--- src/rtl/core/ymodem_crc_receiver_top_assert.svh ---
// assertion macros for the ymodem crc receiver
// used by ymodem_crc_receiver_top, expects clk and rst in scope
`ifndef YMODEM_CRC_RECEIVER_TOP_ASSERT_SVH
`define YMODEM_CRC_RECEIVER_TOP_ASSERT_SVH

// same-cycle implication
`define YMCR_ASSERT_NOW(lbl, ante, cons) \
  lbl: assert property (@(posedge clk) disable iff (rst) (ante) |-> (cons)) \
    else $error("assertion failed");

// next-cycle implication
`define YMCR_ASSERT_NEXT(lbl, ante, cons) \
  lbl: assert property (@(posedge clk) disable iff (rst) (ante) |=> (cons)) \
    else $error("assertion failed");

`endif

--- src/rtl/core/ymcr_pkg.sv ---
// shared types and constants for the ymodem crc receiver
// no dependencies
`default_nettype none
package ymcr_pkg;

  localparam int LONG_DATA_DEF  = 1024;
  localparam int SHORT_DATA_DEF = 128;
  localparam int RES_DEPTH      = 4;

  localparam logic [7:0] B_SOH = 8'h01;
  localparam logic [7:0] B_STX = 8'h02;
  localparam logic [7:0] B_EOT = 8'h04;
  localparam logic [7:0] B_ACK = 8'h06;
  localparam logic [7:0] B_NAK = 8'h15;
  localparam logic [7:0] B_CAN = 8'h18;
  localparam logic [7:0] B_REQ = 8'h43;

  localparam logic [15:0] CRC_POLY = 16'h1021;

  localparam logic [1:0] FUNC_BYTE  = 2'd0;
  localparam logic [1:0] FUNC_TICK  = 2'd1;
  localparam logic [1:0] FUNC_START = 2'd2;
  localparam logic [1:0] FUNC_RSVD  = 2'd3;

  localparam logic [2:0] KIND_SEND    = 3'd0;
  localparam logic [2:0] KIND_STAGE   = 3'd1;
  localparam logic [2:0] KIND_COMMIT  = 3'd2;
  localparam logic [2:0] KIND_DISCARD = 3'd3;
  localparam logic [2:0] KIND_FINISH  = 3'd4;

  localparam logic [2:0] REG_FLASH_BASE = 3'd0;
  localparam logic [2:0] REG_HANDSHAKE  = 3'd1;
  localparam logic [2:0] REG_HEADER     = 3'd2;
  localparam logic [2:0] REG_BODY       = 3'd3;
  localparam logic [2:0] REG_END        = 3'd4;

  localparam logic [15:0] HANDSHAKE_TICKS_RST = 16'd1000;
  localparam logic [15:0] HEADER_TICKS_RST    = 16'd5000;
  localparam logic [15:0] BODY_TICKS_RST      = 16'd5000;
  localparam logic [15:0] END_TICKS_RST       = 16'd3000;

  typedef struct packed {
    logic [2:0]  kind;
    logic [7:0]  tx_byte;
    logic [9:0]  data_offset;
    logic [7:0]  data_byte;
    logic [31:0] flash_addr;
    logic [10:0] write_len;
    logic [31:0] total_written;
    logic        last;
  } ymcr_result_t;

  function automatic logic [15:0] crc_update(input logic [15:0] crc, input logic [7:0] b);
    logic [15:0] c;
    c = crc ^ {b, 8'h00};
    for (int i = 0; i < 8; i++) begin
      c = c[15] ? ({c[14:0], 1'b0} ^ CRC_POLY) : {c[14:0], 1'b0};
    end
    return c;
  endfunction

endpackage
`default_nettype wire

--- src/rtl/core/ymcr_out_queue.sv ---
// result queue: takes up to three results per cycle, hands out one per transfer
// depends on ymcr_pkg
`default_nettype none
module ymcr_out_queue
  import ymcr_pkg::*;
(
  input  wire logic         clk,
  input  wire logic         rst,
  input  wire logic [1:0]   push_count,
  input  ymcr_result_t      push_data [3],
  output logic              room,
  output logic              out_valid,
  input  wire logic         out_ready,
  output ymcr_result_t      out_data
);

  localparam int PW = $clog2(RES_DEPTH);

  ymcr_result_t    entries [RES_DEPTH];
  logic [PW-1:0]   wr_ptr;
  logic [PW-1:0]   rd_ptr;
  logic [PW:0]     count;
  logic            pop;

  assign out_valid = (count != '0);
  assign out_data  = entries[rd_ptr];
  assign pop       = out_valid && out_ready;
  assign room      = (count <= (PW+1)'(RES_DEPTH - 3));

  always_ff @(posedge clk) begin
    if (rst) begin
      wr_ptr <= '0;
      rd_ptr <= '0;
      count  <= '0;
    end else begin
      wr_ptr <= wr_ptr + PW'(push_count);
      if (pop) rd_ptr <= rd_ptr + PW'(1);
      count <= count + (PW+1)'(push_count) - (PW+1)'(pop);
    end
  end

  always_ff @(posedge clk) begin
    for (int i = 0; i < 3; i++) begin
      if (2'(i) < push_count) entries[wr_ptr + PW'(i)] <= push_data[i];
    end
  end

endmodule
`default_nettype wire

--- src/rtl/core/ymodem_crc_receiver_top.sv ---
// results of an input transfer are registered in the output queue before they reach the master side
// throughput: one input per cycle while each input yields at most one result and
//   the sink is ready; each extra result of an input can hold off the next input
// reset: synchronous rst returns to idle with registers at their reset values
// ymodem crc receiver top level, depends on ymcr_pkg and ymcr_out_queue
`default_nettype none
`include "ymodem_crc_receiver_top_assert.svh"
module ymodem_crc_receiver_top
  import ymcr_pkg::*;
#(
  parameter int LONG_DATA  = LONG_DATA_DEF,
  parameter int SHORT_DATA = SHORT_DATA_DEF
) (
  input  wire logic         clk,
  input  wire logic         rst,
  input  wire logic         s_tvalid,
  output logic              s_tready,
  input  wire logic [7:0]   s_tdata,   // rx_byte
  input  wire logic [1:0]   s_tuser,   // func
  output logic              m_tvalid,
  input  wire logic         m_tready,
  output logic [103:0]      m_tdata,   // tx_byte, data_offset, data_byte, flash_addr,
                                       // write_len, total_written, zero pad
  output logic [2:0]        m_tuser,   // kind
  output logic              m_tlast,
  input  wire logic         cfg_we,
  input  wire logic [2:0]   cfg_addr,
  input  wire logic [31:0]  cfg_wdata
);

  localparam logic [11:0] LONG_LEN  = 12'(LONG_DATA);
  localparam logic [11:0] SHORT_LEN = 12'(SHORT_DATA);
  localparam logic [10:0] FINAL_END = 11'(SHORT_DATA + 4);

  typedef enum logic [3:0] {
    PH_IDLE, PH_HANDSHAKE, PH_HEADER, PH_BODY, PH_EOT2, PH_FINAL, PH_FINAL_BODY
  } phase_t;

  typedef enum logic [1:0] {SCAN_NAME, SCAN_DIGITS, SCAN_DONE} scan_t;

  logic [31:0] flash_base;
  logic [15:0] handshake_ticks, header_ticks, body_ticks, end_ticks;

  phase_t      phase, phase_next;
  logic [15:0] tick_count, tick_count_next;
  logic [10:0] byte_index, byte_index_next;
  logic        long_packet, long_packet_next;
  logic [7:0]  seq_byte, seq_byte_next;
  logic [15:0] crc_running, crc_running_next;
  logic [15:0] crc_received, crc_received_next;
  logic        awaiting_name, awaiting_name_next;
  logic [31:0] file_length, file_length_next;
  logic [31:0] length_tentative, length_tentative_next;
  scan_t       name_scan, name_scan_next;
  logic [31:0] bytes_done, bytes_done_next;

  logic         accept;
  logic         room;
  logic [1:0]   nres;
  ymcr_result_t res [3];
  ymcr_result_t head;

  logic [11:0] dlen;
  logic [15:0] tick_inc;
  logic [15:0] crc_full;
  logic [32:0] end_sum;
  logic [10:0] wlen;
  logic [31:0] done_sum;
  logic        crc_ok;

  assign s_tready = room;
  assign accept   = s_tvalid && s_tready;

  function automatic ymcr_result_t mk(input logic [2:0] k, input logic [7:0] tx,
                                      input logic [31:0] tot);
    ymcr_result_t r;
    r = '0;
    r.kind = k;
    r.tx_byte = tx;
    r.total_written = tot;
    return r;
  endfunction

  always_comb begin
    dlen     = long_packet ? LONG_LEN : SHORT_LEN;
    tick_inc = (tick_count != 16'hFFFF) ? tick_count + 16'd1 : tick_count;
    crc_full = {crc_received[15:8], s_tdata};
    crc_ok   = (seq_byte == 8'hFF) && (crc_full == crc_running);
    end_sum  = {1'b0, bytes_done} + {21'd0, dlen[10:0]};
    wlen     = dlen[10:0];
    if (file_length != '0 && end_sum > {1'b0, file_length}) begin
      wlen = (file_length >= bytes_done) ? 11'(file_length - bytes_done) : 11'd0;
    end
    done_sum = bytes_done + {21'd0, wlen};
  end

  always_comb begin
    phase_next            = phase;
    tick_count_next       = tick_count;
    byte_index_next       = byte_index;
    long_packet_next      = long_packet;
    seq_byte_next         = seq_byte;
    crc_running_next      = crc_running;
    crc_received_next     = crc_received;
    awaiting_name_next    = awaiting_name;
    file_length_next      = file_length;
    length_tentative_next = length_tentative;
    name_scan_next        = name_scan;
    bytes_done_next       = bytes_done;
    nres = 2'd0;
    for (int i = 0; i < 3; i++) res[i] = '0;

    unique case (s_tuser)
      FUNC_START: begin
        phase_next = PH_HANDSHAKE;
        tick_count_next = '0;
        byte_index_next = '0;
        awaiting_name_next = 1'b1;
        file_length_next = '0;
        length_tentative_next = '0;
        name_scan_next = SCAN_NAME;
        bytes_done_next = '0;
        res[0] = mk(KIND_SEND, B_REQ, '0);
        nres = 2'd1;
      end
      FUNC_BYTE: begin
        unique case (phase)
          PH_HANDSHAKE, PH_HEADER: begin
            if (phase == PH_HEADER) tick_count_next = '0;
            if (s_tdata == B_SOH || s_tdata == B_STX) begin
              phase_next = PH_BODY;
              long_packet_next = (s_tdata == B_STX);
              byte_index_next = '0;
              seq_byte_next = '0;
              crc_running_next = '0;
              crc_received_next = '0;
              length_tentative_next = '0;
              name_scan_next = SCAN_NAME;
              tick_count_next = '0;
            end else if (phase == PH_HANDSHAKE) begin
              res[0] = mk(KIND_SEND, B_REQ, '0);
              nres = 2'd1;
              tick_count_next = '0;
            end else if (s_tdata == B_EOT) begin
              res[0] = mk(KIND_SEND, B_NAK, '0);
              nres = 2'd1;
              phase_next = PH_EOT2;
            end else if (s_tdata == B_CAN) begin
              res[0] = mk(KIND_FINISH, '0, bytes_done);
              nres = 2'd1;
              phase_next = PH_IDLE;
              tick_count_next = '0;
            end
          end
          PH_BODY: begin
            byte_index_next = byte_index + 11'd1;
            if (byte_index == 11'd0) begin
              seq_byte_next = s_tdata;
            end else if (byte_index == 11'd1) begin
              seq_byte_next = seq_byte ^ s_tdata;
            end else if ({1'b0, byte_index} < dlen + 12'd2) begin
              crc_running_next = crc_update(crc_running, s_tdata);
              if (awaiting_name) begin
                if (name_scan == SCAN_NAME) begin
                  if (s_tdata == 8'h00) name_scan_next = SCAN_DIGITS;
                end else if (name_scan == SCAN_DIGITS) begin
                  if (s_tdata >= 8'h30 && s_tdata <= 8'h39) begin
                    length_tentative_next = {length_tentative[28:0], 3'b000}
                      + {length_tentative[30:0], 1'b0} + {24'd0, s_tdata - 8'h30};
                  end else begin
                    name_scan_next = SCAN_DONE;
                  end
                end
              end else begin
                res[0] = '0;
                res[0].kind = KIND_STAGE;
                res[0].data_offset = 10'(byte_index - 11'd2);
                res[0].data_byte = s_tdata;
                nres = 2'd1;
              end
            end else if ({1'b0, byte_index} == dlen + 12'd2) begin
              crc_received_next = {s_tdata, 8'h00};
            end else begin
              crc_received_next = crc_full;
              phase_next = PH_HEADER;
              tick_count_next = '0;
              if (!crc_ok) begin
                if (awaiting_name) begin
                  res[0] = mk(KIND_SEND, B_NAK, '0);
                  nres = 2'd1;
                end else begin
                  res[0] = mk(KIND_DISCARD, '0, '0);
                  res[1] = mk(KIND_SEND, B_NAK, '0);
                  nres = 2'd2;
                end
              end else if (awaiting_name) begin
                awaiting_name_next = 1'b0;
                file_length_next = (name_scan == SCAN_NAME) ? '0 : length_tentative;
                res[0] = mk(KIND_SEND, B_ACK, '0);
                res[1] = mk(KIND_SEND, B_REQ, '0);
                nres = 2'd2;
              end else begin
                bytes_done_next = done_sum;
                res[0] = mk(KIND_COMMIT, '0, done_sum);
                res[0].flash_addr = flash_base + bytes_done;
                res[0].write_len = wlen;
                res[1] = mk(KIND_SEND, B_ACK, '0);
                nres = 2'd2;
              end
            end
          end
          PH_EOT2: begin
            if (s_tdata == B_EOT) begin
              res[0] = mk(KIND_SEND, B_ACK, '0);
              res[1] = mk(KIND_SEND, B_REQ, '0);
              nres = 2'd2;
              phase_next = PH_FINAL;
              tick_count_next = '0;
            end else begin
              res[0] = mk(KIND_FINISH, '0, bytes_done);
              nres = 2'd1;
              phase_next = PH_IDLE;
              tick_count_next = '0;
            end
          end
          PH_FINAL: begin
            if (s_tdata == B_SOH) begin
              phase_next = PH_FINAL_BODY;
              byte_index_next = '0;
              tick_count_next = '0;
            end else begin
              res[0] = mk(KIND_FINISH, '0, bytes_done);
              nres = 2'd1;
              phase_next = PH_IDLE;
              tick_count_next = '0;
            end
          end
          PH_FINAL_BODY: begin
            byte_index_next = byte_index + 11'd1;
            if (byte_index + 11'd1 >= FINAL_END) begin
              res[0] = mk(KIND_SEND, B_ACK, '0);
              res[1] = mk(KIND_FINISH, '0, bytes_done);
              nres = 2'd2;
              phase_next = PH_IDLE;
              tick_count_next = '0;
            end
          end
          default: ;
        endcase
      end
      FUNC_TICK: begin
        if (phase != PH_IDLE) begin
          tick_count_next = tick_inc;
          unique case (phase)
            PH_HANDSHAKE: begin
              if (tick_inc >= handshake_ticks) begin
                res[0] = mk(KIND_SEND, B_REQ, '0);
                nres = 2'd1;
                tick_count_next = '0;
              end
            end
            PH_HEADER: begin
              if (tick_inc >= header_ticks) begin
                res[0] = mk(KIND_SEND, B_CAN, '0);
                res[1] = mk(KIND_SEND, B_CAN, '0);
                res[2] = mk(KIND_FINISH, '0, bytes_done);
                nres = 2'd3;
                phase_next = PH_IDLE;
                tick_count_next = '0;
              end
            end
            PH_BODY: begin
              if (tick_inc >= body_ticks) begin
                phase_next = PH_HEADER;
                tick_count_next = '0;
                if (awaiting_name) begin
                  res[0] = mk(KIND_SEND, B_NAK, '0);
                  nres = 2'd1;
                end else begin
                  res[0] = mk(KIND_DISCARD, '0, '0);
                  res[1] = mk(KIND_SEND, B_NAK, '0);
                  nres = 2'd2;
                end
              end
            end
            default: begin
              if (tick_inc >= end_ticks) begin
                res[0] = mk(KIND_FINISH, '0, bytes_done);
                nres = 2'd1;
                phase_next = PH_IDLE;
                tick_count_next = '0;
              end
            end
          endcase
        end
      end
      default: ;
    endcase

    if (nres != 2'd0) res[nres - 2'd1].last = 1'b1;
  end

  always_ff @(posedge clk) begin
    if (rst) begin
      flash_base      <= '0;
      handshake_ticks <= HANDSHAKE_TICKS_RST;
      header_ticks    <= HEADER_TICKS_RST;
      body_ticks      <= BODY_TICKS_RST;
      end_ticks       <= END_TICKS_RST;
    end else if (cfg_we) begin
      unique case (cfg_addr)
        REG_FLASH_BASE: flash_base      <= cfg_wdata;
        REG_HANDSHAKE:  handshake_ticks <= cfg_wdata[15:0];
        REG_HEADER:     header_ticks    <= cfg_wdata[15:0];
        REG_BODY:       body_ticks      <= cfg_wdata[15:0];
        REG_END:        end_ticks       <= cfg_wdata[15:0];
        default: ;
      endcase
    end
  end

  always_ff @(posedge clk) begin
    if (rst) begin
      phase            <= PH_IDLE;
      tick_count       <= '0;
      byte_index       <= '0;
      long_packet      <= 1'b0;
      seq_byte         <= '0;
      crc_running      <= '0;
      crc_received     <= '0;
      awaiting_name    <= 1'b1;
      file_length      <= '0;
      length_tentative <= '0;
      name_scan        <= SCAN_NAME;
      bytes_done       <= '0;
    end else if (accept) begin
      phase            <= phase_next;
      tick_count       <= tick_count_next;
      byte_index       <= byte_index_next;
      long_packet      <= long_packet_next;
      seq_byte         <= seq_byte_next;
      crc_running      <= crc_running_next;
      crc_received     <= crc_received_next;
      awaiting_name    <= awaiting_name_next;
      file_length      <= file_length_next;
      length_tentative <= length_tentative_next;
      name_scan        <= name_scan_next;
      bytes_done       <= bytes_done_next;
    end
  end

  ymcr_out_queue u_queue (
    .clk        (clk),
    .rst        (rst),
    .push_count (accept ? nres : 2'd0),
    .push_data  (res),
    .room       (room),
    .out_valid  (m_tvalid),
    .out_ready  (m_tready),
    .out_data   (head)
  );

  assign m_tuser = head.kind;
  assign m_tlast = head.last;
  assign m_tdata = {3'b000, head.total_written, head.write_len, head.flash_addr,
                    head.data_byte, head.data_offset, head.tx_byte};

  `YMCR_ASSERT_NEXT(a_result_shows, accept && nres != 2'd0, m_tvalid)
  `YMCR_ASSERT_NOW(a_idle_timer_clear, phase == PH_IDLE, tick_count == 16'd0)
  `YMCR_ASSERT_NOW(a_no_stage_on_name, accept && awaiting_name, res[0].kind != KIND_STAGE)

endmodule
`default_nettype wire

--- config.mk ---
export PLATFORM = sky130hd
export DESIGN_NAME = ymodem_crc_receiver_top
export DESIGN_NICKNAME = d
export VERILOG_FILES = /design/src/rtl/core/ymcr_pkg.sv /design/src/rtl/core/ymcr_out_queue.sv /design/src/rtl/core/ymodem_crc_receiver_top.sv
export VERILOG_INCLUDE_DIRS = /design/src /design/src/rtl/core
export SDC_FILE = /design/constraint.sdc
export NUM_CORES = 2
export LEC_CHECK = 0
export BUFFER_PORTS_ARGS = -buffer_cell sky130_fd_sc_hd__buf_2
export CAP_MARGIN = 20
export CORE_UTILIZATION = 60
export DETAILED_ROUTE_END_ITERATION = 16
export MAX_ROUTING_LAYER = met4
export PLACE_DENSITY = 0.84
export SYNTH_ARGS = -nofsm -noshare
export SYNTH_HDL_FRONTEND = slang
export SYNTH_SLANG_ARGS = --single-unit
--- constraint.sdc ---
create_clock -name clk -period 14.55 [get_ports clk]
set_input_delay 2.91 -clock clk [delete_from_list [all_inputs] [get_ports clk]]
set_output_delay 2.91 -clock clk [all_outputs]
set_load 0.02 [all_outputs]
Word level (Yosys, flattened, before mapping)
Memory sizes are Yosys's and may differ from the RTL's. A register that Yosys moved wholly into a read port is not among the register bits.
Index checks and enable logic that the tools add are counted.
Widths: inputs -> output; s select.

storage, ports and cells
  bits in registers = 266
  RAM bits = 420
  input port bits = 50
  memories = 1

memory list
  memory           depth  bits a word  rd ports  clocked after memory_dff  wr ports  RTL line              RTL
  u_queue.entries  4      105          1         1                         3         ymcr_out_queue.sv:19  ymcr_result_t entries [RES_DEPTH];

cells by class
  add/sub/neg operators = 18
  order comparisons = 16
  equal/unequal tests = 63
  mux-type cells = 177
  bitwise operators = 11
  reductions and logical operators = 39

operators by type and width
  cell              count
  $mux 105          11
  $mux 210          5
  $pmux 105 s3      3
  $mux 32           23
  $mux 315          2
  $pmux 105 s5      1
  $pmux 105 s2      2
  $mux 16           24
  $bwmux 315        1
  $mux 309          1
  $pmux 32 s2       4
  $demux 105 s2     1
  $mux 209          1
  $mux 101          2
  $mux 202          1
  $mux 104          1
  $mux 13           8
  $mux 103          1
  $mux 99           1
  $pmux 16 s3       2
  $add 32x32->32    2
  $ge 16x16->1      4
  $pmux 16 s2       2
  $pmux 16 s4       1
  other kinds (91)  220

Longest topological paths before layout
  depth after elaboration = 21
  gate-level depth with buffers = 33

By module
Synthesis repeated with hierarchy kept, for this count alone.

second synthesis, totals
  cells, all modules = 5371
  area total of the unflattened synthesis = 45175.8 sq um

modules (own cells, without submodules)
  module                   times used  cells an instance  area each (sq um)  sequential area each (sq um)
  ymcr_out_queue           1           2478               23948.0            12792.3
  ymodem_crc_receiver_top  1           2893               21227.9            5165.0

Least setup slack after synthesis
OpenSTA, ideal clock, no wires.

  path kind = input to register
  from = input port s_tdata[4]
  to = memory u_queue.entries[0][0] (netlist name) (enable)
  library setup time = 707 ps
  arrival time = 12610 ps
  required time = 13843 ps
  slack = 1233 ps
  stages = 13
  buffers on the path = 2
  cells stage by stage = clkinv_1 > ha_1 > or4b_4 > or4b_1 > clkbuf_1 > nand2b_4 > o21a_1 > o32a_1 > and3_1 > buf_6 > nand2_1 > nand2_1 > o21ai_0

RTL lines
  item             RTL line                       RTL
  start, declared  ymodem_crc_receiver_top.sv:18  input wire logic [7:0] s_tdata,
  end, declared    ymcr_out_queue.sv:19

==> flow_summary.ini <==
[setup_path]
worst_ep_required_time_ns = 14.88
startpoint_type = flop
crit_arrival_ns = 8.45
slowest_delay_ns = 0.70
crit_path_frequent_cell = nand2_1
cp_slowest_cell = dfxtp_1
regToRegEndpoint = u_queue.entries[1][17]
critPathMaxFanout = 15
cp-end-kind = flop
r2r-start = bytes_done[18]
rrSetupSlack_ns = 6.42
crit_type = reg -> reg
reg2regPathDepth = 29

[power]
p_clk_share_pct = 39.2
p_comb_share_pct = 16.3
power_density_nw_per_um2 = 110.6
p_sw_share_pct = 28.35
peakVddDrop_mv = 0.08424
p_int_mw = 3.401
finalPower_mw = 4.747
power_leakage_nw = 16.92
power.switching_mw = 1.346
power_frac_seq_pct = 44.4

[placed_design]
numPortBuffers = 154
pre_cts_ws_ns = 6.129
finalWeightedCongestion = 1.065
placed_cells = 4908
dp.final_hpwl_mm = 80.47

[cts]
insertion_delay_ns = 0.66
clock-root-buffer = clkbuf_16
cts_made_buffers = 72
htreeDepth = 3
hold_buffers = 0
cts_tree = yes
clock_sink_count = 679
post_cts_buffers = 0
postCtsResizedCells = 0
clockBufferDepth = 3
clkTransAtPathRegs_ns = 0.06

[global_route]
grt_pass1_vias = 31460
grt-ovfl-total = 0
grt_antenna_before_repair = 8
track_usage_pct = 36.37
grt_pass1_wl_mm = 181.3
grt_max_degree = 93

[min_path]
hold_class = reg -> reg
hold_depth = 2
min_to = body_ticks[5]
hold_start = body_ticks[5]

[synth]
ys_warn_count = 0
syn_area_per_cell_um2 = 9.569
synth_cell_type_count = 95
ys_seq_area_share_pct = 45.33
synthesis.area_um2 = 39090
synth_edf_count = 412
synthCells = 4085
synth_area_leaders = edfxtp_1, dfxtp_1, ha_1
ys_seq_elements = 679
synth_flop_cell = edfxtp_1
yosys.area.top_type = edfxtp_1
synth_top_area_share_pct = 31.65
synthArstFlopShare_pct = 0

[sta]
clock_skew_ns = 0.04833
timing.final.crit_share_pct = 55.86
relSlewSlack_pct = 23.88
hold_viol_final = 0
rsz0062_at_grt = no
tightest_slew_ns = 1.142
period_needed_ns = 8.127
setup_violations = 0
slew_viol_final = 0
layout_setup_ws_ns = 6.423
fin_setup_tns_ns = 0
max_freq_ghz = 0.1230

[job]
drv_cap = 0

[drt]
ant_nets = 0
drtIter0Drc = 5212
drt-wirelength-per-cell_um = 23.32
drt_first_pass_iters = 16
vias = 33100
drc = 1
wl_mm = 117.8
vias_per_cell = 6.552

[run_status]
status = finished with violations
violations = DRC

[floorplan]
dieArea_um2 = 66170
die_h_um = 257.2
die_x_um = 257.2
rows = 93
initial_core_util_pct = 60.63
ioPinCount = 160
core_area_um2 = 64460

[final_layout]
layout_common_cells = nand2_1, nor2_1, edfxtp_1
final_core_util_pct = 66.58
area_growth_pct = 9.798
final_common_cell = nand2_1
drive_above_1_share_pct = 11.34
final_cells = 5052
fin_nets = 4438
==> layer usage <==
layer  global-route usage [%]  routed length (um)  up-vias  share of wire, %
li1                         -                   -    14830                 -
met4                    18.42                6865        0               5.8
met1                    47.03               44500    15580                38
met3                    7.250               14420      429                12
met2                    54.48               52040     2256                44
met5                        -                   0        -                 0
==> kinds of logic after synthesis <==
family          count (synthesis)  synth area share [%]
compound gates                920                 14.29
mux                           114                 6.226
other cells                     1              0.009594
xor+xnor                      166                 3.720
flops                         679                 45.33
buf+inv                       433                 4.366
fa+ha+maj                     259                 8.476
simple gates                 1513                 17.58
==> synthesized netlist by cell type (29+ instances only) <==
cell type / number
o31ai_1: 29
o21ai_0: 216
nand2_1: 506
and2_1: 38
clkbuf_1: 179
xnor2_1: 98
a21oi_1: 356
nor3_1: 112
ha_1: 248
a211oi_1: 40
nand3_1: 127
and3_1: 30
o211ai_1: 41
inv_1: 188
edfxtp_1: 412
xor2_1: 68
dfxtp_1: 267
nor2_1: 479
mux4_2: 103
nor4_1: 33
a21o_1: 50
or3_1: 29
nand4_1: 35
==> area by class of cell <==
type                            count  area, um2
Antenna cell                        7      17.52
Clock buffer                       97       2018
Clock inverter                     37      385.4
Fill cell                        4817      21550
Inverter                          192      720.7
Multi-Input combinational cell   2977      19760
Sequential cell                   679      17720
Tap cell                          855       1070
Timing Repair Buffer              208       1217
==> power groups by stage <==
stage	logic [mW]	registers, mW	clock network (mW)
2_1_floorplan	0.562	2.14	0
3_3_place_gp	0.762	2.15	0
3_5_place_dp	0.769	2.15	0
4_1_cts	0.773	2.11	1.86
5_1_grt	0.817	2.11	1.93
6_report	0.775	2.11	1.86
==> worst max-delay path, delay by kind of cell, from the launching register on <==
kind                     cells  cell delay (ns)
buffers and inverters        2             0.20
AO/OA/AOI/OAI                9             1.94
adder cells (fa/ha/maj)      3             0.95
XOR/XNOR                     1             0.18
AND/OR/NAND/NOR             14             3.83
flip-flops                   1             0.70
==> sequential cells by signal, indices dropped and copies added (netlist names), 32 cells and up, named ones only <==
register	count
flash_base	32
u_queue.entries	412
bytes_done	32
file_length	32
length_tentative	32
==> worst max-delay path by stage <==
stage,from,to,slack (ns),depth (start not counted)
2_1_floorplan,s_tdata[4],u_queue.entries[0][0],1.23,13
3_3_place_gp,s_tdata[4],u_queue.entries[2][37],6.29,14
3_5_place_dp,s_tdata[4],u_queue.entries[2][37],6.13,14
4_1_cts,long_packet,u_queue.entries[1][17],6.69,30
5_1_grt,long_packet,u_queue.entries[1][17],5.86,30
6_report,bytes_done[18],u_queue.entries[1][17],6.42,29
==> per-stage QoR <==
stage,area [um2],hold WS [ns]
after floorplan,39100,0.4363
after global placement,40430,0.4418
after detailed placement,40450,0.4465
after CTS,42850,0.4549
after global routing,42920,0.4762
final,42920,0.4547
Note: power is estimated with default switching activity, not from simulation.
